### src/hdl/bmp_pkg.sv
`timescale 1ns / 1ps
// bmp_pkg: shared types, codes and constants of the banked memory pager
// no dependencies

package bmp_pkg;

  localparam int unsigned CmdW     = 2;
  localparam int unsigned AddrW    = 16;
  localparam int unsigned ByteW    = 8;
  localparam int unsigned TargetW  = 2;
  localparam int unsigned PhysW    = 20;
  localparam int unsigned OffsetW  = 14;
  localparam int unsigned BankW    = PhysW - OffsetW;
  localparam int unsigned CfgIdxW  = 1;
  localparam int unsigned CfgDataW = 1;

  typedef enum logic [CmdW-1:0] {
    CMD_MEM_RD   = 2'd0,
    CMD_MEM_WR   = 2'd1,
    CMD_PORT_OUT = 2'd2,
    CMD_RESET    = 2'd3
  } cmd_e;

  typedef enum logic [TargetW-1:0] {
    TGT_NONE = 2'd0,
    TGT_ROM  = 2'd1,
    TGT_RAM  = 2'd2
  } target_e;

  typedef enum logic [CfgIdxW-1:0] {
    CFG_ENABLE_512K  = 1'b0,
    CFG_ENABLE_1024K = 1'b1
  } cfg_idx_e;

  // fixed banks of the middle windows
  localparam logic [BankW-1:0] BANK_WIN1 = 6'd5;
  localparam logic [BankW-1:0] BANK_WIN2 = 6'd2;

  // paging port decode
  localparam logic [AddrW-1:0] PORT_MASK  = 16'h8003;
  localparam logic [AddrW-1:0] PORT_MATCH = 16'h0001;
  localparam logic [AddrW-1:0] PORT_FULL  = 16'h7FFD;

  localparam int unsigned LOCK_BIT     = 5;
  localparam int unsigned ROM_HALF_BIT = 4;

  typedef struct packed {
    logic enable_512k;
    logic enable_1024k;
  } cfg_t;

  typedef struct packed {
    cmd_e             cmd;
    logic [AddrW-1:0] address;
    logic [ByteW-1:0] data_in;
    logic             ram_over_rom;
    logic             high_lock;
  } in_item_t;

  typedef struct packed {
    target_e          target;
    logic [PhysW-1:0] phys_address;
    logic             write_strobe;
    logic [ByteW-1:0] write_byte;
    logic [ByteW-1:0] paging_value;
  } out_item_t;

endpackage

### src/hdl/bmp_if.sv
`timescale 1ns / 1ps
// bmp_in_if / bmp_out_if: valid-ready channels of the banked memory pager
// depends on bmp_pkg for field widths

interface bmp_in_if import bmp_pkg::*; ();
  logic             valid;
  logic             ready;
  logic [CmdW-1:0]  cmd;
  logic [AddrW-1:0] address;
  logic [ByteW-1:0] data_in;
  logic             ram_over_rom;
  logic             high_lock;

  modport source (output valid, cmd, address, data_in, ram_over_rom, high_lock,
                  input ready);
  modport sink (input valid, cmd, address, data_in, ram_over_rom, high_lock,
                output ready);
endinterface

interface bmp_out_if import bmp_pkg::*; ();
  logic               valid;
  logic               ready;
  logic [TargetW-1:0] target;
  logic [PhysW-1:0]   phys_address;
  logic               write_strobe;
  logic [ByteW-1:0]   write_byte;
  logic [ByteW-1:0]   paging_value;

  modport source (output valid, target, phys_address, write_strobe, write_byte,
                  paging_value, input ready);
  modport sink (input valid, target, phys_address, write_strobe, write_byte,
                paging_value, output ready);
endinterface

### src/hdl/bmp_port.sv
`timescale 1ns / 1ps
// bmp_port: next value of the paging latch for one item
// depends on bmp_pkg

module bmp_port import bmp_pkg::*; (
  input  cfg_t             cfg_i,
  input  in_item_t         item_i,
  input  logic [ByteW-1:0] latch_i,
  output logic [ByteW-1:0] latch_o
);

  logic             match;
  logic             himem;
  logic             ext1024;
  logic             blocked;
  logic             full_store;
  logic [ByteW-1:0] store_val;

  assign match      = (item_i.address & PORT_MASK) == PORT_MATCH;
  assign himem      = ~item_i.high_lock;
  assign ext1024    = cfg_i.enable_512k & cfg_i.enable_1024k;
  assign blocked    = latch_i[LOCK_BIT] & ~(ext1024 & himem);
  assign full_store = cfg_i.enable_512k & (item_i.address == PORT_FULL) & himem;
  assign store_val  = full_store ? item_i.data_in : {2'b00, item_i.data_in[5:0]};

  always_comb begin
    latch_o = latch_i;
    unique case (item_i.cmd)
      CMD_RESET: latch_o = '0;
      CMD_PORT_OUT: begin
        if (match && !blocked) latch_o = store_val;
      end
      default: latch_o = latch_i;
    endcase
  end

endmodule

### src/hdl/bmp_xlate.sv
`timescale 1ns / 1ps
// bmp_xlate: cpu address to physical rom / ram address translation
// depends on bmp_pkg

module bmp_xlate import bmp_pkg::*; (
  input  cfg_t             cfg_i,
  input  in_item_t         item_i,
  input  logic [ByteW-1:0] latch_i,
  output target_e          target_o,
  output logic [PhysW-1:0] phys_o,
  output logic             strobe_o,
  output logic [ByteW-1:0] wbyte_o
);

  logic [OffsetW-1:0] offset;
  logic [BankW-1:0]   top_bank;
  logic [BankW-1:0]   bank;
  logic               is_rom;
  logic               is_mem;

  assign offset = item_i.address[OffsetW-1:0];
  assign is_mem = (item_i.cmd == CMD_MEM_RD) || (item_i.cmd == CMD_MEM_WR);

  always_comb begin
    if (cfg_i.enable_512k && cfg_i.enable_1024k) begin
      top_bank = {latch_i[7:5], latch_i[2:0]};
    end else if (cfg_i.enable_512k) begin
      top_bank = {1'b0, latch_i[7:6], latch_i[2:0]};
    end else begin
      top_bank = {3'b000, latch_i[2:0]};
    end
  end

  always_comb begin
    is_rom = 1'b0;
    unique case (item_i.address[AddrW-1:OffsetW])
      2'd0: begin
        is_rom = ~item_i.ram_over_rom;
        bank   = item_i.ram_over_rom ? '0 : {5'd0, latch_i[ROM_HALF_BIT]};
      end
      2'd1: bank = BANK_WIN1;
      2'd2: bank = BANK_WIN2;
      default: bank = top_bank;
    endcase
  end

  always_comb begin
    target_o = TGT_NONE;
    phys_o   = '0;
    strobe_o = 1'b0;
    wbyte_o  = '0;
    if (is_mem) begin
      target_o = is_rom ? TGT_ROM : TGT_RAM;
      phys_o   = {bank, offset};
      if (item_i.cmd == CMD_MEM_WR && !is_rom) begin
        strobe_o = 1'b1;
        wbyte_o  = item_i.data_in;
      end
    end
  end

endmodule

### src/hdl/banked_memory_pager.sv
`timescale 1ns / 1ps
// banked_memory_pager: top level of the paging unit
// depends on bmp_pkg, bmp_if.sv, bmp_port, bmp_xlate

// The pager takes one transfer per clock on in_if while out_if does not stall
// it and returns exactly one result per transfer on out_if, in order. A
// transfer is held in an input register, translated by a short combinational
// path (window decode, bank select, paging latch update) and loaded into the
// result register, so the sustained rate is one item per cycle while out_if is
// ready; the paging latch is updated on the same edge that loads the result,
// so the next item always sees the latch left by the one before it. A stalled result
// holds the pipe without losing items. The two mode registers are written
// through cfg_we_i / cfg_index_i / cfg_data_i and should only change while
// the pager is idle.

module banked_memory_pager import bmp_pkg::*; (
  input  logic                clk_i,
  input  logic                rst_ni,
  input  logic                cfg_we_i,
  input  logic [CfgIdxW-1:0]  cfg_index_i,
  input  logic [CfgDataW-1:0] cfg_data_i,
  bmp_in_if.sink              in_if,
  bmp_out_if.source           out_if
);

  // mode registers
  cfg_t cfg_q;

  // input register
  logic     s1_valid_q;
  in_item_t s1_q;

  // result register
  logic      out_valid_q;
  out_item_t out_q;
  out_item_t out_d;

  // paging latch
  logic [ByteW-1:0] latch_q;
  logic [ByteW-1:0] latch_d;

  logic advance;   // input register moves into result register
  logic in_fire;
  cfg_idx_e cfg_idx;

  assign advance     = s1_valid_q && (!out_valid_q || out_if.ready);
  assign in_if.ready = !s1_valid_q || advance;
  assign in_fire     = in_if.valid && in_if.ready;
  assign cfg_idx     = cfg_idx_e'(cfg_index_i);

  // mode register writes
  always_ff @(posedge clk_i or negedge rst_ni) begin
    if (!rst_ni) begin
      cfg_q <= '0;
    end else if (cfg_we_i) begin
      unique case (cfg_idx)
        CFG_ENABLE_512K:  cfg_q.enable_512k  <= cfg_data_i[0];
        CFG_ENABLE_1024K: cfg_q.enable_1024k <= cfg_data_i[0];
        default: cfg_q <= cfg_q;
      endcase
    end
  end

  // input stage control
  always_ff @(posedge clk_i or negedge rst_ni) begin
    if (!rst_ni) begin
      s1_valid_q <= 1'b0;
    end else if (in_if.ready) begin
      s1_valid_q <= in_if.valid;
    end
  end

  // input stage payload, no reset needed
  always_ff @(posedge clk_i) begin
    if (in_fire) begin
      s1_q.cmd          <= cmd_e'(in_if.cmd);
      s1_q.address      <= in_if.address;
      s1_q.data_in      <= in_if.data_in;
      s1_q.ram_over_rom <= in_if.ram_over_rom;
      s1_q.high_lock    <= in_if.high_lock;
    end
  end

  // latch update for the item in the input register
  bmp_port u_port (
    .cfg_i   (cfg_q),
    .item_i  (s1_q),
    .latch_i (latch_q),
    .latch_o (latch_d)
  );

  // address translation against the latch seen by this item
  bmp_xlate u_xlate (
    .cfg_i    (cfg_q),
    .item_i   (s1_q),
    .latch_i  (latch_q),
    .target_o (out_d.target),
    .phys_o   (out_d.phys_address),
    .strobe_o (out_d.write_strobe),
    .wbyte_o  (out_d.write_byte)
  );

  // result reports the latch after this item
  assign out_d.paging_value = latch_d;

  // latch and result valid
  always_ff @(posedge clk_i or negedge rst_ni) begin
    if (!rst_ni) begin
      latch_q     <= '0;
      out_valid_q <= 1'b0;
    end else begin
      if (advance) begin
        latch_q <= latch_d;
      end
      if (advance) begin
        out_valid_q <= 1'b1;
      end else if (out_if.ready) begin
        out_valid_q <= 1'b0;
      end
    end
  end

  // result payload
  always_ff @(posedge clk_i) begin
    if (advance) begin
      out_q <= out_d;
    end
  end

  assign out_if.valid        = out_valid_q;
  assign out_if.target       = out_q.target;
  assign out_if.phys_address = out_q.phys_address;
  assign out_if.write_strobe = out_q.write_strobe;
  assign out_if.write_byte   = out_q.write_byte;
  assign out_if.paging_value = out_q.paging_value;

  // a reset command clears the latch
  a_reset_clears : assert property (@(posedge clk_i) disable iff (!rst_ni)
    (advance && s1_q.cmd == CMD_RESET) |=> (latch_q == '0))
    else $error("paging latch not cleared by reset command");

  // the held result always reports the live latch
  a_value_tracks_latch : assert property (@(posedge clk_i) disable iff (!rst_ni)
    out_valid_q |-> (out_q.paging_value == latch_q))
    else $error("paging value out of step with latch");

  // rom is never written
  a_rom_no_write : assert property (@(posedge clk_i) disable iff (!rst_ni)
    (out_valid_q && out_q.target == TGT_ROM) |-> !out_q.write_strobe)
    else $error("write strobe on rom access");

  // the latch moves only when an item reaches the result register
  a_latch_moves_on_advance : assert property (@(posedge clk_i) disable iff (!rst_ni)
    !advance |=> $stable(latch_q))
    else $error("paging latch changed without an item");

endmodule

### src/flat_wrapper.sv
// flat-port wrapper written by rule: the top's interface ports become plain ports
module banked_memory_pager_flat import bmp_pkg::*;
  (clk_i, rst_ni, cfg_we_i, cfg_index_i, cfg_data_i, in_if_valid, in_if_cmd, in_if_address, in_if_data_in, in_if_ram_over_rom, in_if_high_lock, in_if_ready, out_if_valid, out_if_target, out_if_phys_address, out_if_write_strobe, out_if_write_byte, out_if_paging_value, out_if_ready);
  bmp_in_if in_if_i ();
  bmp_out_if out_if_i ();
  input  logic clk_i;
  input  logic rst_ni;
  input  logic cfg_we_i;
  input  logic [CfgIdxW-1:0] cfg_index_i;
  input  logic [CfgDataW-1:0] cfg_data_i;
  input wire logic [$bits(in_if_i.valid)-1:0] in_if_valid;
  input wire logic [$bits(in_if_i.cmd)-1:0] in_if_cmd;
  input wire logic [$bits(in_if_i.address)-1:0] in_if_address;
  input wire logic [$bits(in_if_i.data_in)-1:0] in_if_data_in;
  input wire logic [$bits(in_if_i.ram_over_rom)-1:0] in_if_ram_over_rom;
  input wire logic [$bits(in_if_i.high_lock)-1:0] in_if_high_lock;
  output wire logic [$bits(in_if_i.ready)-1:0] in_if_ready;
  output wire logic [$bits(out_if_i.valid)-1:0] out_if_valid;
  output wire logic [$bits(out_if_i.target)-1:0] out_if_target;
  output wire logic [$bits(out_if_i.phys_address)-1:0] out_if_phys_address;
  output wire logic [$bits(out_if_i.write_strobe)-1:0] out_if_write_strobe;
  output wire logic [$bits(out_if_i.write_byte)-1:0] out_if_write_byte;
  output wire logic [$bits(out_if_i.paging_value)-1:0] out_if_paging_value;
  input wire logic [$bits(out_if_i.ready)-1:0] out_if_ready;
  assign in_if_i.valid = in_if_valid;
  assign in_if_i.cmd = in_if_cmd;
  assign in_if_i.address = in_if_address;
  assign in_if_i.data_in = in_if_data_in;
  assign in_if_i.ram_over_rom = in_if_ram_over_rom;
  assign in_if_i.high_lock = in_if_high_lock;
  assign in_if_ready = in_if_i.ready;
  assign out_if_valid = out_if_i.valid;
  assign out_if_target = out_if_i.target;
  assign out_if_phys_address = out_if_i.phys_address;
  assign out_if_write_strobe = out_if_i.write_strobe;
  assign out_if_write_byte = out_if_i.write_byte;
  assign out_if_paging_value = out_if_i.paging_value;
  assign out_if_i.ready = out_if_ready;
  banked_memory_pager u_core (.clk_i(clk_i), .rst_ni(rst_ni), .cfg_we_i(cfg_we_i), .cfg_index_i(cfg_index_i), .cfg_data_i(cfg_data_i), .in_if(in_if_i), .out_if(out_if_i));
endmodule
### config.mk
export PLATFORM = sky130hd
export DESIGN_NAME = banked_memory_pager_flat
export DESIGN_NICKNAME = d
export VERILOG_FILES = /design/src/hdl/bmp_pkg.sv /design/src/hdl/bmp_if.sv /design/src/hdl/bmp_port.sv /design/src/hdl/bmp_xlate.sv /design/src/hdl/banked_memory_pager.sv /design/src/flat_wrapper.sv
export SDC_FILE = /design/constraint.sdc
export NUM_CORES = 1
export LEC_CHECK = 0
export BUFFER_PORTS_ARGS = -buffer_cell sky130_fd_sc_hd__buf_2
export CAP_MARGIN = 20
export CORE_MARGIN = 2
export CORE_UTILIZATION = 49
export DETAILED_ROUTE_END_ITERATION = 12
export PLACE_DENSITY = 0.72
export SLEW_MARGIN = 20
export SYNTH_ARGS = -nofsm -noshare
export SYNTH_HDL_FRONTEND = slang
export SYNTH_SLANG_ARGS = --single-unit
### constraint.sdc
create_clock -name clk_i -period 2 [get_ports clk_i]
set_input_delay 0.1 -clock clk_i [delete_from_list [all_inputs] [get_ports clk_i]]
set_output_delay 0.1 -clock clk_i [all_outputs]
set_load 0.01 [all_outputs]
==> Word-level counts from Yosys, hierarchy flattened <==
Cells that the tools add are included.
{ "word_totals": {"regBits": 79, "input_bits": 35, "word_cells": 61} }
{ "op_classes": {"n_eq_ne": 7, "muxes": 12, "bitwise_logic": 9, "n_reduce_logical": 18} }
{ "ops": {"columns": ["cell", "count"], "rows": [
  ["6-bit one-hot mux with 3 select lines", 1],
  ["16-bit by 15-bit equality test with 1-bit output (second input constant)", 1],
  ["8-bit 2-to-1 mux", 2],
  ["8-bit one-hot mux with 2 select lines", 1],
  ["2-bit equality test (second input constant)", 3],
  ["6-bit 2-to-1 mux", 1],
  ["2-bit AND reduction", 3],
  ["1-bit bitwise AND", 5],
  ["1-bit logical AND", 5],
  ["1-bit 2-to-1 mux", 5],
  ["5-bit 2-to-1 mux", 1],
  ["2-bit by 1-bit equality test with 1-bit output (second input constant)", 2],
  ["1-bit logical NOT", 4],
  ["2-bit logical NOT", 2],
  ["1-bit NOT", 4],
  ["3-bit by 1-bit equality test with 1-bit output (second input constant)", 1],
  ["1-bit logical OR", 3],
  ["2-bit 2-to-1 mux", 1],
  ["2-bit nonzero test", 1]
]} }

==> Longest topological paths before layout <==
Gate-level depths: netlist of run 1.
{ "depth": {"depth_word": 8, "mapped_depth": 5} }

==> Hierarchy <==
From an unflattened synthesis of run 1, not the netlist that was laid out.
{ "hier_totals": {"hier_cells": 174, "area_unflattened_um2": 3021.6} }
{ "by_module_without_submodules": {"columns": ["module", "n_inst", "cells_each", "area_per_inst_um2"], "rows": [
  ["banked_memory_pager", 1, 98, 2521.2],
  ["bmp_xlate", 1, 53, 299.0],
  ["bmp_port", 1, 23, 201.4]
]} }

==> Least setup slack after synthesis of run 1 <==
No wires, ideal clock.
{ "synth_timing": {"path_type": "register to register", "startpoint": "register u_core.out_valid_q, in the netlist u_core.out_if.valid", "endpoint": "register u_core.out_q, in the netlist u_core.out_if.paging_value[0] (enable)", "setup_ns": 0.394, "arrival_time_ns": 1.378, "setup_slack_ns": 0.229, "path_stages_with_launch": 4, "n_path_buf": 0, "period_less_slack_ns": 1.771, "path_cell_list": "dfrtp_1 nand2b_1 nand2_1 inv_1"} }
{ "synth_between": {"elab_chain_cells": 3} }
{ "synth_rtl": {"columns": ["element", "line", "rtl"], "rows": [
  ["start: declaration", "banked_memory_pager.sv:34", "logic out_valid_q;"],
  ["start signal: assignment", "banked_memory_pager.sv:110", "out_valid_q <= 1'b0;"],
  ["start signal: assignment", "banked_memory_pager.sv:116", "out_valid_q <= 1'b1;"],
  ["start signal: assignment", "banked_memory_pager.sv:118", "out_valid_q <= 1'b0;"],
  ["1-bit logical NOT", "banked_memory_pager.sv:46", "assign advance = s1_valid_q && (!out_valid_q || out_if.ready);"],
  ["1-bit logical OR", "banked_memory_pager.sv:46", null],
  ["1-bit logical AND", "banked_memory_pager.sv:46", null],
  ["net u_core.advance", "banked_memory_pager.sv:42", "logic advance;"],
  ["end signal: assignment", "banked_memory_pager.sv:126", "out_q <= out_d;"],
  ["end: declaration", "banked_memory_pager.sv:35", "out_item_t out_q;"]
]} }
The timed path passes the listed nets, and every way through them passes these cells.
A chain may end at the register's enable or synchronous reset.

==> Final worst setup path of run 1 <==
{ "layout_timing": {"startpoint": "register u_core.s1_q[25] (netlist bit)", "endpoint": "register u_core.latch_q[5]"} }
{ "layout_between": {"elab_chain_cells": 4} }
{ "layout_rtl": {"columns": ["element", "line", "rtl"], "rows": [
  ["start: declaration", "banked_memory_pager.sv:31", "in_item_t s1_q;"],
  ["3-bit by 1-bit equality test with 1-bit output", "bmp_port.sv:19", "assign match = (item_i.address & PORT_MASK) == PORT_MATCH;"],
  ["1-bit logical AND", "bmp_port.sv:31", "if (match && !blocked) latch_o = store_val;"],
  ["8-bit 2-to-1 mux", "bmp_port.sv:31", null],
  ["8-bit one-hot mux with 2 select lines", "bmp_port.sv:28", "unique case (item_i.cmd)"],
  ["end signal: assignment", "banked_memory_pager.sv:113", "latch_q <= latch_d;"],
  ["end: declaration", "banked_memory_pager.sv:39", "logic [ByteW-1:0] latch_q;"]
]} }
No other way between the ends.

==> metrics.txt, run 1 <==
status=completed; Layout Skew=roughly 0.01 ns; register area share after synthesis=0.786; Port Buffer Count=75; Crit. Startpoint=u_core.s1_q[25]; xor/xnor share of the synthesized area=0; crit start category=register; Crit Path Class=reg2reg; I/O pin count=76; Netlist Area Pre-Place=2940 um2; largest net degree at the start of global routing=29; hold buffers post-CTS=31; CP endpoint kind=register; number of synthesized flops with an enable pin=67; vias per inst=just over 5; leakage=1.57 nW; Hold WS=around 0.076 ns; gr usage total=0.192; Syn-to-layout area delta=34.3%; post-synthesis adder-cell area fraction=0; syn avg cell area=17.3 um2; Slew @ Worst Pin=approximately 0.84 ns; Crit path arrival time=between 1.5 and 2 ns; number of global-route vias before repair=1865; DP Area=around 3400 um2; R2R Setup Slk=approximately 0.26 ns; Sequential Power Share=0.561; Die Wd=between 80 and 90 um; iteration-0 DRC count of the detailed router=129; Post-DP HPWL=3620 um; deepest clock path buffer count=2; DIE AREA=6640 um2; reg-to-reg endpoint=u_core.latch_q[5]; Vias=1872; Synth async-reset ratio=0.152; worst r2r src=u_core.s1_q[25]; Logic pwr share=0.095; GRT Residual Overflow=0; # clock sinks=79; Synth Area in Simple Gates=0.124; htree depth=3; hold path cells=3; Compound-Gate Fraction of Synth Area=0.0651; Detailed Routing Iterations Pass 1=5; Hold Path Origin=out_if_ready; Slew Limit Fails=0; RSZ-0062 raised after global routing=false; FP Rows=28; final cycle utilization of the critical path=0.871; Slew headroom=0.438; CORE AREA=5850 um2; fraction of layout cells with a size suffix above 1=0.330; initial core utilization=0.503; routed len/inst=around 15 um; internal power=around 2.8 mW; Final Wtd Congestion=about 0.75; Min Clock Period, post-route=around 1.7 ns; initial antenna violation count=0; yosys warns=0; end of the worst hold path=u_core.s1_valid_q; HP Class=in2reg; syn nets=205; clock-pin slew on the worst setup and hold paths=0.08 ns; final setup TNS=0 ns; Root Driver=clkbuf_8; CP max FO=9; Yosys reg bits=79; Distinct cells, synth=30; # nets final=around 330; Synth Flop Type=edfxtp_1; Final Hold Fails=0; Setup Viol. Count Final=0; PostCTS Resize Cnt=0; drc violations=0; switching share of power=0.214; Max VDD drop=between 0.0004 and 0.0005 V; Max-Cap Viols=0; critical path required time=around 2.2 ns; largest family of logic cells by synthesized area=simple AND/OR/NAND/NOR gates; PwrDens=between 800 and 900 nW/um2; global-route wire length before repair=slightly below 9000 um; Psw=~760 uW; die height=around 81 um; clock latency on the worst-skew pair=0.34 ns; buffer count from post-CTS setup fixing=0; path depth of the worst reg2reg path=4; Routed WL=around 5700 um; fmax=approximately 570 MHz; Post-DRT Antenna Nets=0; Synth Instances=170; Final Cell Area=between 3000 and 4000 um2; CTS tree=done; total CTS buffers=9; n_diodes=0; clock share of power=0.344; post-synthesis mux area share=0.0145
## worst max-delay path, cell delays in order (launching register included)
cell and delay, ns:
edfxtp_1 0.43, nor3b_4 0.34, o221ai_4 0.20, or2_1 0.37, a22o_1 0.28
## synthesized netlist by cell type, types with 3 or more instances
library cell,instances,share of area
edfxtp_1,67,0.68
nor2b_1,18,0.038
a22o_1,12,0.036
dfrtp_1,12,0.10
and2_1,9,0.019
nand2_1,6,0.0077
nor2_1,5,0.0064
nand2b_1,4,0.0085
nand3_1,4,0.0068
inv_1,3,0.0038
## cell type report
class | count | area (um2)
clock buffers | 11 | 131
clock inverters | 4 | 71.3
fillers | 409 | 1900
inverters | 3 | 11.3
multi-input cells | 85 | 598
flip-flops and latches | 79 | 2310
well taps | 75 | 93.8
repair buffers | 112 | 731
## how the worst max path moves through the flow
stage	endpoint	cells past startpoint
global placement	u_core.out_if.write_byte[6]	4
detailed placement	u_core.latch_q[5]	4
floorplan	u_core.out_if.paging_value[0]	3
finish	u_core.latch_q[5]	4
CTS	u_core.out_if.paging_value[7]	4
global route	u_core.out_if.paging_value[6]	4
## placed cells by master (no fill, tap or decap), types with 3 or more instances in the layout
| master | instances |
|---|---|
| nand3_1 | 4 |
| clkbuf_8 | 9 |
| buf_2 | 75 |
| nor2b_1 | 18 |
| edfxtp_1 | 67 |
| nor2_1 | 5 |
| and2_1 | 9 |
| a22o_1 | 12 |
| dlygate4sd3_1 | 31 |
| buf_4 | 6 |
| dfrtp_1 | 12 |
| nand2_1 | 6 |
| nand2b_1 | 4 |
| inv_1 | 3 |
## metal layers
layer  part of all wire  global-route usage  vias to the layer above
li1                   -                   -                      886
met4              0.010              0.0847                        0
met2               0.52               0.321                       82
met5                  0                   0                        -
met1               0.41               0.227                      896
met3              0.065              0.0615                        8
## power by group through the flow
stage / clock (mW) / sequential [mW] / combinational, mW
5_1_grt: 1.32 / 2.00 / 0.370
2_1_floorplan: 0 / 2.05 / 0.117
3_3_place_gp: 0 / 2.02 / 0.285
6_report: 1.22 / 1.99 / 0.336
3_5_place_dp: 0 / 2.02 / 0.291
4_1_cts: 1.24 / 1.99 / 0.337
## registers in the layout (all words and copies together) (netlist names)
| signal | flops |
|---|---|
| u_core.out_if.phys_address | 20 |
| u_core.s1_q | 28 |
| u_core.cfg_q | 2 |
| u_core.out_if.write_strobe | 1 |
| u_core.s1_valid_q | 1 |
| u_core.out_if.target | 2 |
| u_core.latch_q | 8 |
| u_core.out_if.paging_value | 8 |
| u_core.out_if.write_byte | 8 |
| u_core.out_if.valid | 1 |
## kinds of logic after synthesis
| logic type | Yosys count |
|---|---|
| DFF | 79 |
| and+or+nand+nor | 60 |
| AOI/OAI and AO/OA | 21 |
| buffers and inverters | 6 |
| muxes | 4 |
## per-stage QoR
stage | setup WS [ns] | util | total power [mW] | cells
2_1_floorplan | 0.229 | - | 2.16 | 170
3_3_place_gp | 0.323 | 0.587 | 2.31 | 323
3_5_place_dp | 0.287 | 0.587 | 2.31 | 323
4_1_cts | 0.260 | 0.675 | 3.56 | 369
5_1_grt | 0.0878 | 0.675 | 3.69 | 369
6_report | 0.259 | 0.675 | 3.54 | 369
No activity file was read; power rests on OpenSTA's default activity.
==> inputs of run 2 (changes only) <==
--- a/config.mk
+++ b/config.mk
@@ -8,5 +8,5 @@
 export BUFFER_PORTS_ARGS = -buffer_cell sky130_fd_sc_hd__buf_2
 export CAP_MARGIN = 20
-export CORE_MARGIN = 2
+export CORE_MARGIN = 10
 export CORE_UTILIZATION = 49
 export DETAILED_ROUTE_END_ITERATION = 12
==> constraint.sdc (replaced) <==
create_clock -name clk_i -period 2.18 [get_ports clk_i]
set_input_delay 0.327 -clock clk_i [delete_from_list [all_inputs] [get_ports clk_i]]
set_output_delay 0.327 -clock clk_i [all_outputs]
set_load 0.01 [all_outputs]
==> run 2 against run 1 <==
Setup slack better by 0.071 ns. Register-to-register slack improved by 0.07 ns. Worst hold slack improved by 0.087 ns. Via count fell by 10%. Maximum frequency shrank 5.9%. Cell area decreased by 8.8%. Die area rose by 43%. Clock power is 29% lower. Critical path type unchanged. Critical endpoint is now u_core.latch_q[4]. Largest power group unchanged.
==> metrics.txt, run 2 (synthesized netlist as in run 1, its figures left out) <==
status=completed (unchanged); routed len/inst=17.2 um (was 15.5 um); deepest clock path buffer count=2 (unchanged); Post-DRT Antenna Nets=0 (unchanged); Hold WS=0.163 ns (was 0.0756 ns); Root Driver=clkbuf_8 (unchanged); Max VDD drop=0.000406 V (was 0.000470 V); Power Total=2.96 mW (was 3.54 mW); Max-Cap Viols=0 (unchanged); final cycle utilization of the critical path=0.849 (was 0.871); Detailed Routing Iterations Pass 1=4 (was 5); vias per inst=4.96 (was 5.07); FP Rows=28 (unchanged); Worst Setup EP=u_core.latch_q[4] (was u_core.latch_q[5]); die height=97.5 um (was 81.5 um); CP endpoint kind=register (unchanged); Final Hold Fails=0 (unchanged); fmax=541 MHz (was 574 MHz); CORE AREA=5890 um2 (was 5850 um2); commonest non-fill, non-tap cell in the layout=buf_2 (unchanged); Slew @ Worst Pin=0.872 ns (was 0.836 ns); Port Buffer Count=75 (unchanged); Final Wtd Congestion=0.833 (was 0.753); Syn-to-layout area delta=22.5% (was 34.3%); DP Area=3440 um2 (about the same); Setup Viol. Count Final=0 (unchanged); n_diodes=0 (unchanged); HP Class=in2reg (unchanged); R2R Setup Slk=0.33 ns (was 0.26 ns); initial antenna violation count=0 (unchanged); reg-to-reg endpoint=u_core.latch_q[4] (was u_core.latch_q[5]); Layout Skew=0.00484 ns (was 0.0103 ns); Crit Path Class=reg2reg (unchanged); fraction of layout cells with a size suffix above 1=0.356 (was 0.330); global-route wire length before repair=9390 um (was 8940 um); max reg flops=28 (unchanged); htree depth=3 (unchanged); I/O pin count=76 (unchanged); iteration-0 DRC count of the detailed router=74 (was 129); gr usage total=0.127 (was 0.192); GRT Residual Overflow=0 (unchanged); worst r2r src=u_core.s1_q[25] (unchanged); FILL cells=464 (was 409); critical path required time=2.40 ns (was 2.23 ns); Slew Limit Fails=0 (unchanged); CTS tree=done (unchanged); largest net degree at the start of global routing=25 (was 29); # clock sinks=79 (unchanged); most frequent cells in the layout=75 x buf_2, 67 x edfxtp_1, 18 x nor2b_1, 12 x a22o_1, 12 x dfrtp_1 (was 75 x buf_2, 67 x edfxtp_1, 31 x dlygate4sd3_1, 18 x nor2b_1); Die Wd=97.5 um (was 81.5 um); Crit path arrival time=2.07 ns (was 1.97 ns); Vias=1681 (was 1872); DIE AREA=9500 um2 (was 6640 um2); leakage=1.43 nW (was 1.57 nW); # nets final=294 (was 325); Slew headroom=0.414 (was 0.438); drc violations=0 (unchanged); Post-DP HPWL=4430 um (was 3620 um); Crit. Startpoint=u_core.s1_q[25] (unchanged); Min Clock Period, post-route=1.85 ns (was 1.74 ns); clock-pin slew on the worst setup and hold paths=0.07 ns (was 0.08 ns); crit start category=register (unchanged); PwrDens=821 nW/um2 (was 897 nW/um2); Routed WL=5820 um (was 5720 um); final setup TNS=0 ns (unchanged); initial core utilization=0.500 (was 0.503); Biggest register=u_core.s1_q (unchanged); number of global-route vias before repair=1827 (was 1865); RSZ-0062 raised after global routing=false (unchanged); clock latency on the worst-skew pair=0.33 ns (was 0.34 ns); Final Cell Area=3600 um2 (was 3950 um2); CP max FO=9 (unchanged); path depth of the worst reg2reg path=4 (unchanged); total CTS buffers=9 (unchanged)
==> run 2: how the worst min path moves through the flow <==
stage / startpoint / to / slack (ns) / depth (start not counted)
after detailed placement: rst_ni / u_core.s1_valid_q / 0.23 / 1
after CTS: in_if_address[9] / u_core.s1_q[19] / 0.14 / 1
final: in_if_data_in[4] / u_core.s1_q[6] / 0.16 / 1
after global placement: rst_ni / u_core.s1_valid_q / 0.22 / 1
after global routing: in_if_address[9] / u_core.s1_q[19] / 0.13 / 1
after floorplan: rst_ni / u_core.cfg_q[0] / 0.03 / 0
==> run 2: routing by layer <==
| layer | wire length (um) | track usage | vias up | part of all wire |
|---|---|---|---|---|
| li1 | - | - | 825 | - |
| met3 | 367 | 0.0526 | 8 | 0.063 |
| met2 | 3060 | 0.216 | 52 | 0.53 |
| met5 | 0 | 0 | - | 0 |
| met1 | 2310 | 0.135 | 796 | 0.40 |
| met4 | 79 | 0.0537 | 0 | 0.014 |
==> run 2: timing repair <==
action / CTS / global route
setup buffers: 0 / 0
hold buffers: 1 / 0
endpoints found under the hold margin: 12 / 0
resized for setup: 0 / 0
==> run 2: area by class of cell <==
cell class | count | area [um2] | share of cell area
Clock inverter | 1 | 5.00 | 0.00139
Sequential cell | 79 | 2310 | 0.642
Tap cell | 75 | 93.8 | 0.0261
Timing Repair Buffer | 81 | 435 | 0.121
Clock buffer | 15 | 146 | 0.0406
Inverter | 3 | 11.3 | 0.00313
Multi-Input combinational cell | 85 | 598 | 0.166
==> run 2: metrics by stage <==
step | setup slack, ns | util | instances
2_1_floorplan | 0.409 | - | 170
3_5_place_dp | 0.356 | 0.585 | 322
4_1_cts | 0.344 | 0.612 | 339
3_3_place_gp | 0.450 | 0.585 | 322
6_report | 0.330 | 0.612 | 339
5_1_grt | 0.237 | 0.612 | 339
==> run 2: critical path, stage by stage (launching register included) <==
cell and delay, ns:
edfxtp_1 0.52, nor3b_4 0.36, o221ai_4 0.20, or2_1 0.38
a22o_1 0.28
==> run 2: where the power goes <==
part / switching [mW] / leakage [nW] / total, mW / internal [mW]
registers: 0.0562 / 0.813 / 1.83 / 1.77
logic: 0.152 / 0.537 / 0.271 / 0.119
clock network: 0.447 / 0.0757 / 0.862 / 0.415
